--- src/srld_pkg.sv ---
// ----------------------------------------------------------------------------
// srld_pkg: shared types and constants for the sprite run-length decoder
// Widths, config register indexes, status codes and the command record
// passed from the parsing front end to the pixel back end.
// ----------------------------------------------------------------------------
package srld_pkg;

  localparam int MAX_SIDE  = 64;
  localparam int SIDE_W    = 7;
  localparam int INDEX_W   = 17;
  localparam int PIX_IDX_W = 12;
  localparam int COUNT_W   = 16;
  localparam int COLOR_W   = 8;
  localparam int STATUS_W  = 2;
  localparam int TOTAL_W   = $clog2(MAX_SIDE * MAX_SIDE + 1);

  localparam logic [INDEX_W-1:0] INDEX_MAX = '1;

  // configuration port
  localparam int                  CFG_INDEX_W = 1;
  localparam logic [CFG_INDEX_W-1:0] REG_WIDTH  = 1'd0;
  localparam logic [CFG_INDEX_W-1:0] REG_HEIGHT = 1'd1;
  localparam logic [SIDE_W-1:0]   SIDE_RESET  = 7'd32;

  // end-of-sprite status
  localparam logic [STATUS_W-1:0] STATUS_OK       = 2'd0;
  localparam logic [STATUS_W-1:0] STATUS_TRUNC    = 2'd1;
  localparam logic [STATUS_W-1:0] STATUS_OVERFLOW = 2'd2;

  // command kinds
  localparam logic [1:0] CMD_NONE  = 2'd0;
  localparam logic [1:0] CMD_SKIP  = 2'd1;
  localparam logic [1:0] CMD_PIXEL = 2'd2;

  // command queue
  localparam int QUEUE_DEPTH = 4;
  localparam int QPTR_W      = $clog2(QUEUE_DEPTH);
  localparam int QCNT_W      = $clog2(QUEUE_DEPTH + 1);

  typedef struct packed {
    logic [1:0]         kind;
    logic [COUNT_W-1:0] amount;
    logic [COLOR_W-1:0] red;
    logic [COLOR_W-1:0] green;
    logic [COLOR_W-1:0] blue;
    logic               last;
    logic               trunc;
  } cmd_t;

  function automatic logic [SIDE_W-1:0] side_limit(input logic [SIDE_W-1:0] v);
    logic [SIDE_W-1:0] r;
    r = v;
    if (int'(v) > MAX_SIDE) begin
      r = SIDE_W'(MAX_SIDE);
    end
    return r;
  endfunction

endpackage

--- src/srld_if.sv ---
// ----------------------------------------------------------------------------
// srld_if: channel interfaces of the sprite run-length decoder
// Encoded byte stream, decoded pixel results and configuration writes.
// ----------------------------------------------------------------------------
interface srld_byte_if;
  logic                           valid;
  logic                           ready;
  logic [srld_pkg::COLOR_W-1:0]   data_byte;
  logic                           last_byte;

  modport source (output valid, data_byte, last_byte, input ready);
  modport sink   (input valid, data_byte, last_byte, output ready);
endinterface

interface srld_pix_if;
  logic                           valid;
  logic                           ready;
  logic                           pixel_valid;
  logic [srld_pkg::PIX_IDX_W-1:0] pixel_index;
  logic [srld_pkg::COLOR_W-1:0]   red;
  logic [srld_pkg::COLOR_W-1:0]   green;
  logic [srld_pkg::COLOR_W-1:0]   blue;
  logic                           sprite_done;
  logic [srld_pkg::STATUS_W-1:0]  status;

  modport source (output valid, pixel_valid, pixel_index, red, green, blue,
                  sprite_done, status, input ready);
  modport sink   (input valid, pixel_valid, pixel_index, red, green, blue,
                  sprite_done, status, output ready);
endinterface

interface srld_cfg_if;
  logic                             valid;
  logic                             ready;
  logic [srld_pkg::CFG_INDEX_W-1:0] index;
  logic [srld_pkg::SIDE_W-1:0]      data;

  modport source (output valid, index, data, input ready);
  modport sink   (input valid, index, data, output ready);
endinterface

--- src/sprite_run_length_decoder_unit.sv ---
// ----------------------------------------------------------------------------
// sprite_run_length_decoder_unit: run-length sprite decoder, top level
// Decodes the transparent/opaque run stream of one sprite into pixel writes
// and an end-of-sprite status.
// ----------------------------------------------------------------------------
// Usage
//   stream : encoded sprite bytes, one per transfer, last_byte on the final
//            byte of each sprite. Runs are tcount(16b LE), ocount(16b LE),
//            then red, green, blue per opaque pixel.
//   pixels : one result per written pixel (pixel_valid=1) and one on the
//            last byte (sprite_done=1, status ok / truncated / overflow);
//            both may share one result. Out-of-range writes are dropped.
//   cfg    : index 0 sprite_width, index 1 sprite_height, 7 bits each,
//            always ready; write only while the decoder is idle.
// Path: a byte's command is registered in the command queue, then its result in the output register.
// Throughput: one byte per cycle while the command queue has room, set by the
//   combinational parser step and index add/bounds compare in the back end.
// Reset: synchronous; clears parser and queue, size registers become 32x32.
// Stall: the output register holds its result; a 4-entry command queue
//   keeps the parser running, and stream.ready drops once it is full.
// ----------------------------------------------------------------------------
module sprite_run_length_decoder_unit (
  input  logic        clk,
  input  logic        rst,
  srld_byte_if.sink   stream,
  srld_pix_if.source  pixels,
  srld_cfg_if.sink    cfg
);

  // front end -> queue
  logic           push;
  srld_pkg::cmd_t push_cmd;
  logic           q_full;

  // queue -> back end
  logic           head_valid;
  srld_pkg::cmd_t head;
  logic           pop;

  // parser: one byte per cycle while the queue has room
  srld_front u_front (
    .clk    (clk),
    .rst    (rst),
    .stream (stream),
    .q_full (q_full),
    .push   (push),
    .cmd    (push_cmd)
  );

  // decouples parsing from result backpressure
  srld_queue u_queue (
    .clk        (clk),
    .rst        (rst),
    .push       (push),
    .push_cmd   (push_cmd),
    .pop        (pop),
    .full       (q_full),
    .head_valid (head_valid),
    .head       (head)
  );

  // index tracking, bounds check, status and output register
  srld_back u_back (
    .clk        (clk),
    .rst        (rst),
    .cfg        (cfg),
    .pixels     (pixels),
    .head_valid (head_valid),
    .head       (head),
    .pop        (pop)
  );

endmodule

--- src/srld_front.sv ---
// ----------------------------------------------------------------------------
// srld_front: stream parser
// Walks the run fields byte by byte and turns each completed field into a command:
// index skip, pixel write, or a bare end-of-sprite marker.
// ----------------------------------------------------------------------------
module srld_front (
  input  logic            clk,
  input  logic            rst,
  srld_byte_if.sink       stream,
  input  logic            q_full,
  output logic            push,
  output srld_pkg::cmd_t  cmd
);

  localparam logic [2:0] PH_TLO = 3'd0;
  localparam logic [2:0] PH_THI = 3'd1;
  localparam logic [2:0] PH_OLO = 3'd2;
  localparam logic [2:0] PH_OHI = 3'd3;
  localparam logic [2:0] PH_RED = 3'd4;
  localparam logic [2:0] PH_GRN = 3'd5;
  localparam logic [2:0] PH_BLU = 3'd6;

  logic [2:0]                     phase, phase_next;
  logic [srld_pkg::COLOR_W-1:0]   tlo, tlo_next;
  logic [srld_pkg::COLOR_W-1:0]   olo, olo_next;
  logic [srld_pkg::COLOR_W-1:0]   hred, hred_next;
  logic [srld_pkg::COLOR_W-1:0]   hgreen, hgreen_next;
  logic [srld_pkg::COUNT_W-1:0]   rem, rem_next, rem_dec;
  logic                           accept;
  logic [1:0]                     kind;
  logic [2:0]                     phase_step;

  assign stream.ready = !q_full;
  assign accept       = stream.valid && stream.ready;
  assign rem_dec      = rem - srld_pkg::COUNT_W'(1);

  always_comb begin
    tlo_next    = tlo;
    olo_next    = olo;
    hred_next   = hred;
    hgreen_next = hgreen;
    rem_next    = rem;
    kind        = srld_pkg::CMD_NONE;
    phase_step  = phase;
    unique case (phase)
      PH_TLO: begin
        tlo_next   = stream.data_byte;
        phase_step = PH_THI;
      end
      PH_THI: begin
        kind       = srld_pkg::CMD_SKIP;
        phase_step = PH_OLO;
      end
      PH_OLO: begin
        olo_next   = stream.data_byte;
        phase_step = PH_OHI;
      end
      PH_OHI: begin
        rem_next   = {stream.data_byte, olo};
        phase_step = (rem_next == '0) ? PH_TLO : PH_RED;
      end
      PH_RED: begin
        hred_next  = stream.data_byte;
        phase_step = PH_GRN;
      end
      PH_GRN: begin
        hgreen_next = stream.data_byte;
        phase_step  = PH_BLU;
      end
      default: begin
        // blue byte completes a triplet
        kind       = srld_pkg::CMD_PIXEL;
        rem_next   = rem_dec;
        phase_step = (rem_dec == '0) ? PH_TLO : PH_RED;
      end
    endcase
    phase_next = phase_step;
    if (stream.last_byte) begin
      phase_next = PH_TLO;
      rem_next   = '0;
    end
  end

  always_comb begin
    cmd.kind   = kind;
    cmd.amount = {stream.data_byte, tlo};
    cmd.red    = hred;
    cmd.green  = hgreen;
    cmd.blue   = stream.data_byte;
    cmd.last   = stream.last_byte;
    cmd.trunc  = stream.last_byte && (phase_step != PH_TLO);
  end

  assign push = accept && ((kind != srld_pkg::CMD_NONE) || stream.last_byte);

  always_ff @(posedge clk) begin
    if (rst) begin
      phase <= PH_TLO;
      rem   <= '0;
    end else if (accept) begin
      phase <= phase_next;
      rem   <= rem_next;
    end
  end

  always_ff @(posedge clk) begin
    if (accept) begin
      tlo    <= tlo_next;
      olo    <= olo_next;
      hred   <= hred_next;
      hgreen <= hgreen_next;
    end
  end

  a_last_restarts: assert property (@(posedge clk) disable iff (rst)
    (accept && stream.last_byte) |=> (phase == PH_TLO && rem == '0))
    else $error("parser not back at run start after last byte");

endmodule

--- src/srld_queue.sv ---
// ----------------------------------------------------------------------------
// srld_queue: command queue
// Small register FIFO between parser and pixel back end.
// ----------------------------------------------------------------------------
module srld_queue (
  input  logic            clk,
  input  logic            rst,
  input  logic            push,
  input  srld_pkg::cmd_t  push_cmd,
  input  logic            pop,
  output logic            full,
  output logic            head_valid,
  output srld_pkg::cmd_t  head
);

  srld_pkg::cmd_t              mem [srld_pkg::QUEUE_DEPTH];
  logic [srld_pkg::QPTR_W-1:0] wr_ptr, rd_ptr;
  logic [srld_pkg::QCNT_W-1:0] count, count_next;

  assign full       = (count == srld_pkg::QCNT_W'(srld_pkg::QUEUE_DEPTH));
  assign head_valid = (count != '0);
  assign head       = mem[rd_ptr];

  always_comb begin
    count_next = count;
    if (push && !pop) begin
      count_next = count + srld_pkg::QCNT_W'(1);
    end else if (pop && !push) begin
      count_next = count - srld_pkg::QCNT_W'(1);
    end
  end

  always_ff @(posedge clk) begin
    if (rst) begin
      wr_ptr <= '0;
      rd_ptr <= '0;
      count  <= '0;
    end else begin
      count <= count_next;
      if (push) begin
        wr_ptr <= (int'(wr_ptr) == srld_pkg::QUEUE_DEPTH - 1) ?
                  '0 : wr_ptr + srld_pkg::QPTR_W'(1);
      end
      if (pop) begin
        rd_ptr <= (int'(rd_ptr) == srld_pkg::QUEUE_DEPTH - 1) ?
                  '0 : rd_ptr + srld_pkg::QPTR_W'(1);
      end
    end
  end

  always_ff @(posedge clk) begin
    if (push) begin
      mem[wr_ptr] <= push_cmd;
    end
  end

  a_no_overrun: assert property (@(posedge clk) disable iff (rst)
    !(push && full && !pop))
    else $error("push into full command queue");

  a_no_underrun: assert property (@(posedge clk) disable iff (rst)
    pop |-> head_valid)
    else $error("pop from empty command queue");

  a_count_bound: assert property (@(posedge clk) disable iff (rst)
    int'(count) <= srld_pkg::QUEUE_DEPTH)
    else $error("command queue count out of range");

endmodule

--- src/srld_back.sv ---
// ----------------------------------------------------------------------------
// srld_back: pixel back end
// Holds the size registers and the pixel index, checks bounds, builds the
// result and keeps it in the output register until transferred.
// ----------------------------------------------------------------------------
module srld_back (
  input  logic            clk,
  input  logic            rst,
  srld_cfg_if.sink        cfg,
  srld_pix_if.source      pixels,
  input  logic            head_valid,
  input  srld_pkg::cmd_t  head,
  output logic            pop
);

  logic [srld_pkg::SIDE_W-1:0]    width, height;
  logic [srld_pkg::SIDE_W-1:0]    w_lim, h_lim;
  logic [2*srld_pkg::SIDE_W-1:0]  area;
  logic [srld_pkg::TOTAL_W-1:0]   total;
  logic [srld_pkg::INDEX_W-1:0]   next_index, index_next;
  logic [srld_pkg::INDEX_W:0]     index_sum;
  logic [srld_pkg::COUNT_W-1:0]   step;
  logic                           overflow_seen;
  logic                           in_range, wrote, produce, out_free, ovf_now;

  assign cfg.ready = 1'b1;

  always_ff @(posedge clk) begin
    if (rst) begin
      width  <= srld_pkg::SIDE_RESET;
      height <= srld_pkg::SIDE_RESET;
    end else if (cfg.valid) begin
      if (cfg.index == srld_pkg::REG_WIDTH) begin
        width <= cfg.data;
      end
      if (cfg.index == srld_pkg::REG_HEIGHT) begin
        height <= cfg.data;
      end
    end
  end

  assign w_lim = srld_pkg::side_limit(width);
  assign h_lim = srld_pkg::side_limit(height);
  assign area  = w_lim * h_lim;
  assign total = srld_pkg::TOTAL_W'(area);

  assign in_range = (next_index < srld_pkg::INDEX_W'(total));
  assign wrote    = (head.kind == srld_pkg::CMD_PIXEL) && in_range;
  assign ovf_now  = (head.kind == srld_pkg::CMD_PIXEL) && !in_range;
  assign produce  = wrote || head.last;
  assign out_free = !pixels.valid || pixels.ready;
  assign pop      = head_valid && (!produce || out_free);

  // saturating index advance
  always_comb begin
    unique case (head.kind)
      srld_pkg::CMD_SKIP:  step = head.amount;
      srld_pkg::CMD_PIXEL: step = srld_pkg::COUNT_W'(1);
      default:             step = '0;
    endcase
    index_sum  = {1'b0, next_index} + (srld_pkg::INDEX_W + 1)'(step);
    index_next = index_sum[srld_pkg::INDEX_W] ?
                 srld_pkg::INDEX_MAX : index_sum[srld_pkg::INDEX_W-1:0];
  end

  always_ff @(posedge clk) begin
    if (rst) begin
      next_index    <= '0;
      overflow_seen <= 1'b0;
    end else if (pop) begin
      if (head.last) begin
        next_index    <= '0;
        overflow_seen <= 1'b0;
      end else begin
        next_index    <= index_next;
        overflow_seen <= overflow_seen || ovf_now;
      end
    end
  end

  always_ff @(posedge clk) begin
    if (rst) begin
      pixels.valid <= 1'b0;
    end else if (pop && produce) begin
      pixels.valid <= 1'b1;
    end else if (pixels.ready) begin
      pixels.valid <= 1'b0;
    end
  end

  always_ff @(posedge clk) begin
    if (pop && produce) begin
      pixels.pixel_valid <= wrote;
      pixels.pixel_index <= wrote ? next_index[srld_pkg::PIX_IDX_W-1:0] : '0;
      pixels.red         <= wrote ? head.red   : '0;
      pixels.green       <= wrote ? head.green : '0;
      pixels.blue        <= wrote ? head.blue  : '0;
      pixels.sprite_done <= head.last;
      if (!head.last) begin
        pixels.status <= srld_pkg::STATUS_OK;
      end else if (head.trunc) begin
        pixels.status <= srld_pkg::STATUS_TRUNC;
      end else if (overflow_seen || ovf_now) begin
        pixels.status <= srld_pkg::STATUS_OVERFLOW;
      end else begin
        pixels.status <= srld_pkg::STATUS_OK;
      end
    end
  end

  a_status_only_done: assert property (@(posedge clk) disable iff (rst)
    (pixels.valid && !pixels.sprite_done) |-> pixels.status == srld_pkg::STATUS_OK)
    else $error("status set on a result that is not end of sprite");

  a_result_not_lost: assert property (@(posedge clk) disable iff (rst)
    (pop && produce) |-> out_free)
    else $error("result loaded over one not yet transferred");

  a_sprite_restart: assert property (@(posedge clk) disable iff (rst)
    (pop && head.last) |=> (next_index == '0 && !overflow_seen))
    else $error("index state not cleared after end of sprite");

endmodule
--- src/flat_wrapper.sv ---
// flat-port wrapper written by rule: the top's interface ports become plain ports
module sprite_run_length_decoder_unit_flat 
  (clk, rst, stream_valid, stream_data_byte, stream_last_byte, stream_ready, pixels_valid, pixels_pixel_valid, pixels_pixel_index, pixels_red, pixels_green, pixels_blue, pixels_sprite_done, pixels_status, pixels_ready, cfg_valid, cfg_index, cfg_data, cfg_ready);
  srld_byte_if stream_i ();
  srld_pix_if pixels_i ();
  srld_cfg_if cfg_i ();
  input  logic clk;
  input  logic rst;
  input wire logic [$bits(stream_i.valid)-1:0] stream_valid;
  input wire logic [$bits(stream_i.data_byte)-1:0] stream_data_byte;
  input wire logic [$bits(stream_i.last_byte)-1:0] stream_last_byte;
  output wire logic [$bits(stream_i.ready)-1:0] stream_ready;
  output wire logic [$bits(pixels_i.valid)-1:0] pixels_valid;
  output wire logic [$bits(pixels_i.pixel_valid)-1:0] pixels_pixel_valid;
  output wire logic [$bits(pixels_i.pixel_index)-1:0] pixels_pixel_index;
  output wire logic [$bits(pixels_i.red)-1:0] pixels_red;
  output wire logic [$bits(pixels_i.green)-1:0] pixels_green;
  output wire logic [$bits(pixels_i.blue)-1:0] pixels_blue;
  output wire logic [$bits(pixels_i.sprite_done)-1:0] pixels_sprite_done;
  output wire logic [$bits(pixels_i.status)-1:0] pixels_status;
  input wire logic [$bits(pixels_i.ready)-1:0] pixels_ready;
  input wire logic [$bits(cfg_i.valid)-1:0] cfg_valid;
  input wire logic [$bits(cfg_i.index)-1:0] cfg_index;
  input wire logic [$bits(cfg_i.data)-1:0] cfg_data;
  output wire logic [$bits(cfg_i.ready)-1:0] cfg_ready;
  assign stream_i.valid = stream_valid;
  assign stream_i.data_byte = stream_data_byte;
  assign stream_i.last_byte = stream_last_byte;
  assign stream_ready = stream_i.ready;
  assign pixels_valid = pixels_i.valid;
  assign pixels_pixel_valid = pixels_i.pixel_valid;
  assign pixels_pixel_index = pixels_i.pixel_index;
  assign pixels_red = pixels_i.red;
  assign pixels_green = pixels_i.green;
  assign pixels_blue = pixels_i.blue;
  assign pixels_sprite_done = pixels_i.sprite_done;
  assign pixels_status = pixels_i.status;
  assign pixels_i.ready = pixels_ready;
  assign cfg_i.valid = cfg_valid;
  assign cfg_i.index = cfg_index;
  assign cfg_i.data = cfg_data;
  assign cfg_ready = cfg_i.ready;
  sprite_run_length_decoder_unit u_core (.clk(clk), .rst(rst), .stream(stream_i), .pixels(pixels_i), .cfg(cfg_i));
endmodule
--- config.mk ---
export PLATFORM = sky130hd
export DESIGN_NAME = sprite_run_length_decoder_unit_flat
export DESIGN_NICKNAME = d
export VERILOG_FILES = /design/src/srld_pkg.sv /design/src/srld_if.sv /design/src/sprite_run_length_decoder_unit.sv /design/src/srld_front.sv /design/src/srld_queue.sv /design/src/srld_back.sv /design/src/flat_wrapper.sv
export SDC_FILE = /design/constraint.sdc
export NUM_CORES = 1
export LEC_CHECK = 0
export ABC_AREA = 1
export BUFFER_PORTS_ARGS = -buffer_cell sky130_fd_sc_hd__buf_2
export CELL_PAD_IN_SITES_DETAIL_PLACEMENT = 0
export CELL_PAD_IN_SITES_GLOBAL_PLACEMENT = 1
export CORE_ASPECT_RATIO = 0.5
export CORE_MARGIN = 1
export CORE_UTILIZATION = 30
export CTS_CLUSTER_SIZE = 40
export DETAILED_ROUTE_END_ITERATION = 6
export PLACE_DENSITY_LB_ADDON = 0.3
export RECOVER_POWER = 50
export SYNTH_ARGS = -nofsm -noshare
export SYNTH_HDL_FRONTEND = slang
export SYNTH_HIERARCHICAL = 1
export SYNTH_SLANG_ARGS = --single-unit
--- constraint.sdc ---
create_clock -name clk -period 14.5 [get_ports clk]
set_input_delay 2.9 -clock clk [delete_from_list [all_inputs] [get_ports clk]]
set_output_delay 2.9 -clock clk [all_outputs]
set_load 0.005 [all_outputs]
==> parameters.txt <==
Parameter                              Value

Outcome
  Run status ... finished, violations left
  Violations in the final reports ... capacitance limit, slew limit

Routing
  Detailed-router iteration count before antenna repair ... 5
  Average wire per cell in the routed design ... 16.2 um
  Routed wire length ... 38600 um
  Overall via count from detail_route ... 10800
  Average via count per standard cell ... 4.52
  First-iteration detailed-routing DRC count ... 611
  Remaining antenna violation count after routing ... 0
  Remaining design rule violation count ... 0

Global routing
  Maximum number of pins on one net before global-route repair ... 89
  Number of global-route vias before repair ... 10500
  All-Layer GR Usage ... 0.145
  Initial antenna violation count ... 1
  Aggregate global routing overflow ... 0
  Wire length of the first global-routing pass ... 60100 um

Pwr
  Clock share of power ... 0.271
  Internal Power ... 1.95 mW
  Power density over cell area ... 178 nW/um2
  Switching portion of total power ... 0.374
  Sequential group share of total power ... 0.385
  Leak ... 7.25 nW
  Peak VDD IR ... 0.121 mV
  Power spent charging and discharging nets ... 1.17 mW
  Part of the power in combinational logic ... 0.344

Floorplanning
  Initial Util ... 0.308
  Area of the core region ... 50900 um2
  I/O Pins ... 65
  Number of core rows ... 58
  Die area ... 53200 um2
  Floorplan die height ... 164 um
  Chip width ... 325 um

Worst setup path
  Data arrival, critical path ... 8.17 ns
  Largest fanout of any net on the critical path ... 38
  Category of the most critical setup path ... register to register
  Top delay family on crit path ... adder cells
  Cell depth of the worst setup path ... 35
  Worst Setup End Kind ... register
  Number of buffers and inverters on the critical path ... 8
  Longest individual stage delay on the worst path ... 0.60 ns
  Worst path required time ... 14.98 ns
  Depth of the worst register-to-register path ... 35
  Slowest cell on crit path ... sky130_fd_sc_hd__nand3_2
  Worst setup SP type ... register

Clock network
  TritonCTS buffer count ... 30
  Resized cells post-CTS ... 0
  Clock root buffer ... sky130_fd_sc_hd__clkbuf_16
  Clock-pin transition on the worst setup and hold timing paths ... 0.07 ns
  Post-CTS setup repair buffer count ... 0
  # hold bufs at CTS ... 0
  Clock tree from TritonCTS ... done
  Worst skew pair latency ... 0.60 ns
  Number of sinks on the clock net ... 309
  Number of H-tree levels ... 1
  Clk buf depth ... 3

Final layout
  Post-layout net count ... 1782
  Proportion of layout cells with a drive suffix above 1 ... 0.0893
  Synthesis-to-finish area growth ... 11.6%
  Number of antenna repair diodes ... 0

Synth
  Synth cell types ... 45
  FFs w/ async S/R, synth ... 0
  Number of synthesized flops with an enable pin ... 248
  Leading cell types by total area after synthesis ... sky130_fd_sc_hd__edfxtp_1 48%, sky130_fd_sc_hd__dfxtp_1 7.8%, sky130_fd_sc_hd__nand2_1 6.9%
  Number of synthesis warnings ... 6
  Per-instance average area after synthesis ... 9.63 um2
  Leading register cell type out of synthesis ... sky130_fd_sc_hd__edfxtp_1
  Area share of the largest cell type after synthesis ... 0.475
  Number of storage elements in the synthesis netlist ... 309
  Fraction of the yosys area taken by sequential cells ... 0.553
  Cells after Synth ... 1628
  Total nets after synthesis ... 1743
  Synth area leader ... sky130_fd_sc_hd__edfxtp_1
  Syn Std Cell Area ... 15700 um2

STA
  Worst-margin pin slew ... 3.63 ns
  Hold WS ... 0.473 ns
  Fin. max-slew vios ... 127
  Maximum clock rate ... 130 MHz
  Final number of hold-violating endpoints ... 0
  Min Clock Period, post-route ... 7.69 ns
  Worst setup skew after layout ... 0.0248 ns
  Setup TNS Final ... 0 ns
  Setup repair after global routing missed its margin ... false
  # setup viols final ... 0
  Worst slew slack as a fraction of its limit ... -1.42
  Final Cycle Share ... 0.531

Min path
  Number of instances on the worst hold path ... 2
  Path class of the lowest-slack min-delay path ... register to register

Run
  Number of maximum-capacitance constraint violations ... 4

Placement
  Placed wire-length estimate ... 25200 um
  Number of input and output port buffers inserted ... 63
  Placer's final routability congestion estimate ... 0.863
==> logic make-up after synthesis <==
group | share of synthesized area
and+or+nand+nor | 0.180
DFF | 0.553
buffers and inverters | 0.0784
AOI/OAI and AO/OA | 0.0889
adders and majority gates | 0.0862
xor gates and xnor gates | 0.0129
other | 0.000239
==> through the flow <==
| stage | instance area (um2) | setup WS (ns) | util | std cells | total power [mW] |
|---|---|---|---|---|---|
| floorplan | 15700 | 8.10 | - | 1628 | 1.98 |
| global route | 17500 | 6.08 | 0.344 | 2381 | 3.35 |
| global placement | 16500 | 6.82 | 0.325 | 2325 | 2.32 |
| CTS | 17600 | 6.74 | 0.346 | 2381 | 3.17 |
| finish | 17500 | 6.81 | 0.344 | 2381 | 3.12 |
| detailed placement | 16500 | 6.74 | 0.325 | 2325 | 2.32 |
==> metal layers <==
layer / track usage / routed length, um / vias up
li1: - / - / 5465
met1: 0.191 / 18000 / 5113
met2: 0.248 / 18400 / 146
met3: 0.0238 / 1390 / 48
met4: 0.0358 / 798 / 0
met5: 0 / 0 / -
==> power by group through the flow <==
stage	clock network (mW)	logic [mW]	registers, mW
after floorplan	0	0.789	1.19
after global placement	0	1.09	1.22
after detailed placement	0	1.09	1.22
after CTS	0.873	1.10	1.20
after global routing	0.908	1.23	1.22
final	0.846	1.07	1.20
==> sequential cells by signal, summed over array words and instances, names as in the netlist, 2 cells and up, named ones only <==
name / cells
u_core/u_back/height: 7
u_core/u_back/next_index: 17
u_core/u_back/pixels.blue: 8
u_core/u_back/pixels.green: 8
u_core/u_back/pixels.pixel_index: 12
u_core/u_back/pixels.red: 8
u_core/u_back/pixels.status: 2
u_core/u_back/width: 7
u_core/u_front/hgreen: 8
u_core/u_front/hred: 8
u_core/u_front/olo: 8
u_core/u_front/phase: 3
u_core/u_front/rem: 16
u_core/u_front/tlo: 8
u_core/u_queue/count: 3
u_core/u_queue/mem: 176
u_core/u_queue/rd_ptr: 2
u_core/u_queue/wr_ptr: 2
==> final timing paths <==
path | start | to | slack, ns
setup / recovery | u_core/u_back/width[6]$_SDFFE_PP0P_ | u_core/u_queue/count[1]$_SDFFE_PP0P_ | 6.81
setup reg to reg | u_core/u_back/width[6]$_SDFFE_PP0P_ | u_core/u_queue/count[1]$_SDFFE_PP0P_ | 6.81
hold reg to reg | u_core/u_front/rem[14]$_SDFFE_PP0P_ | u_core/u_front/rem[14]$_SDFFE_PP0P_ | 0.47
hold / removal | u_core/u_front/rem[14]$_SDFFE_PP0P_ | u_core/u_front/rem[14]$_SDFFE_PP0P_ | 0.47
==> cell type report <==
type,instances,area [um2]
clock buffer,31,754
timing repair buffer,74,357
fill,5193,33400
sequential,309,8670
tap,690,863
inverter,208,786
clock inverter,25,319
multi-input combinational,1044,5740
==> cells in the mapped netlist (13+ instances only) <==
library cell and number:
sky130_fd_sc_hd__nand2_1 288, sky130_fd_sc_hd__nor2_1 282, sky130_fd_sc_hd__edfxtp_1 248, sky130_fd_sc_hd__inv_1 198
sky130_fd_sc_hd__o21ai_0 113, sky130_fd_sc_hd__ha_1 68, sky130_fd_sc_hd__dfxtp_1 61, sky130_fd_sc_hd__nand3_1 51
sky130_fd_sc_hd__a21oi_1 42, sky130_fd_sc_hd__o22ai_1 34, sky130_fd_sc_hd__fa_1 25, sky130_fd_sc_hd__buf_2 24
sky130_fd_sc_hd__nor2_2 23, sky130_fd_sc_hd__buf_4 20, sky130_fd_sc_hd__o21ai_1 18, sky130_fd_sc_hd__xor2_1 17
sky130_fd_sc_hd__nor3_1 13
==> cell usage in the layout, fill, tap and decap left out, types with 27 or more instances in the layout <==
| master | n |
|---|---|
| sky130_fd_sc_hd__dfxtp_1 | 61 |
| sky130_fd_sc_hd__ha_1 | 68 |
| sky130_fd_sc_hd__buf_2 | 39 |
| sky130_fd_sc_hd__a21oi_1 | 46 |
| sky130_fd_sc_hd__o21ai_0 | 113 |
| sky130_fd_sc_hd__nor2_1 | 282 |
| sky130_fd_sc_hd__nand3_1 | 51 |
| sky130_fd_sc_hd__o22ai_1 | 34 |
| sky130_fd_sc_hd__nand2_1 | 290 |
| sky130_fd_sc_hd__clkbuf_16 | 30 |
| sky130_fd_sc_hd__inv_1 | 195 |
| sky130_fd_sc_hd__clkbuf_1 | 27 |
| sky130_fd_sc_hd__edfxtp_1 | 248 |
==> worst reg2reg max path: cells and delay by family, from the launching register on <==
kind                     cells  cell delay [ns]
adder cells (fa/ha/maj)      8             3.33
AND/OR/NAND/NOR             15             2.06
buffers and inverters        8             0.85
AO/OA/AOI/OAI                3             0.84
flip-flops                   1             0.39
XOR/XNOR                     1             0.14
Note: power is estimated with default switching activity, not from simulation.
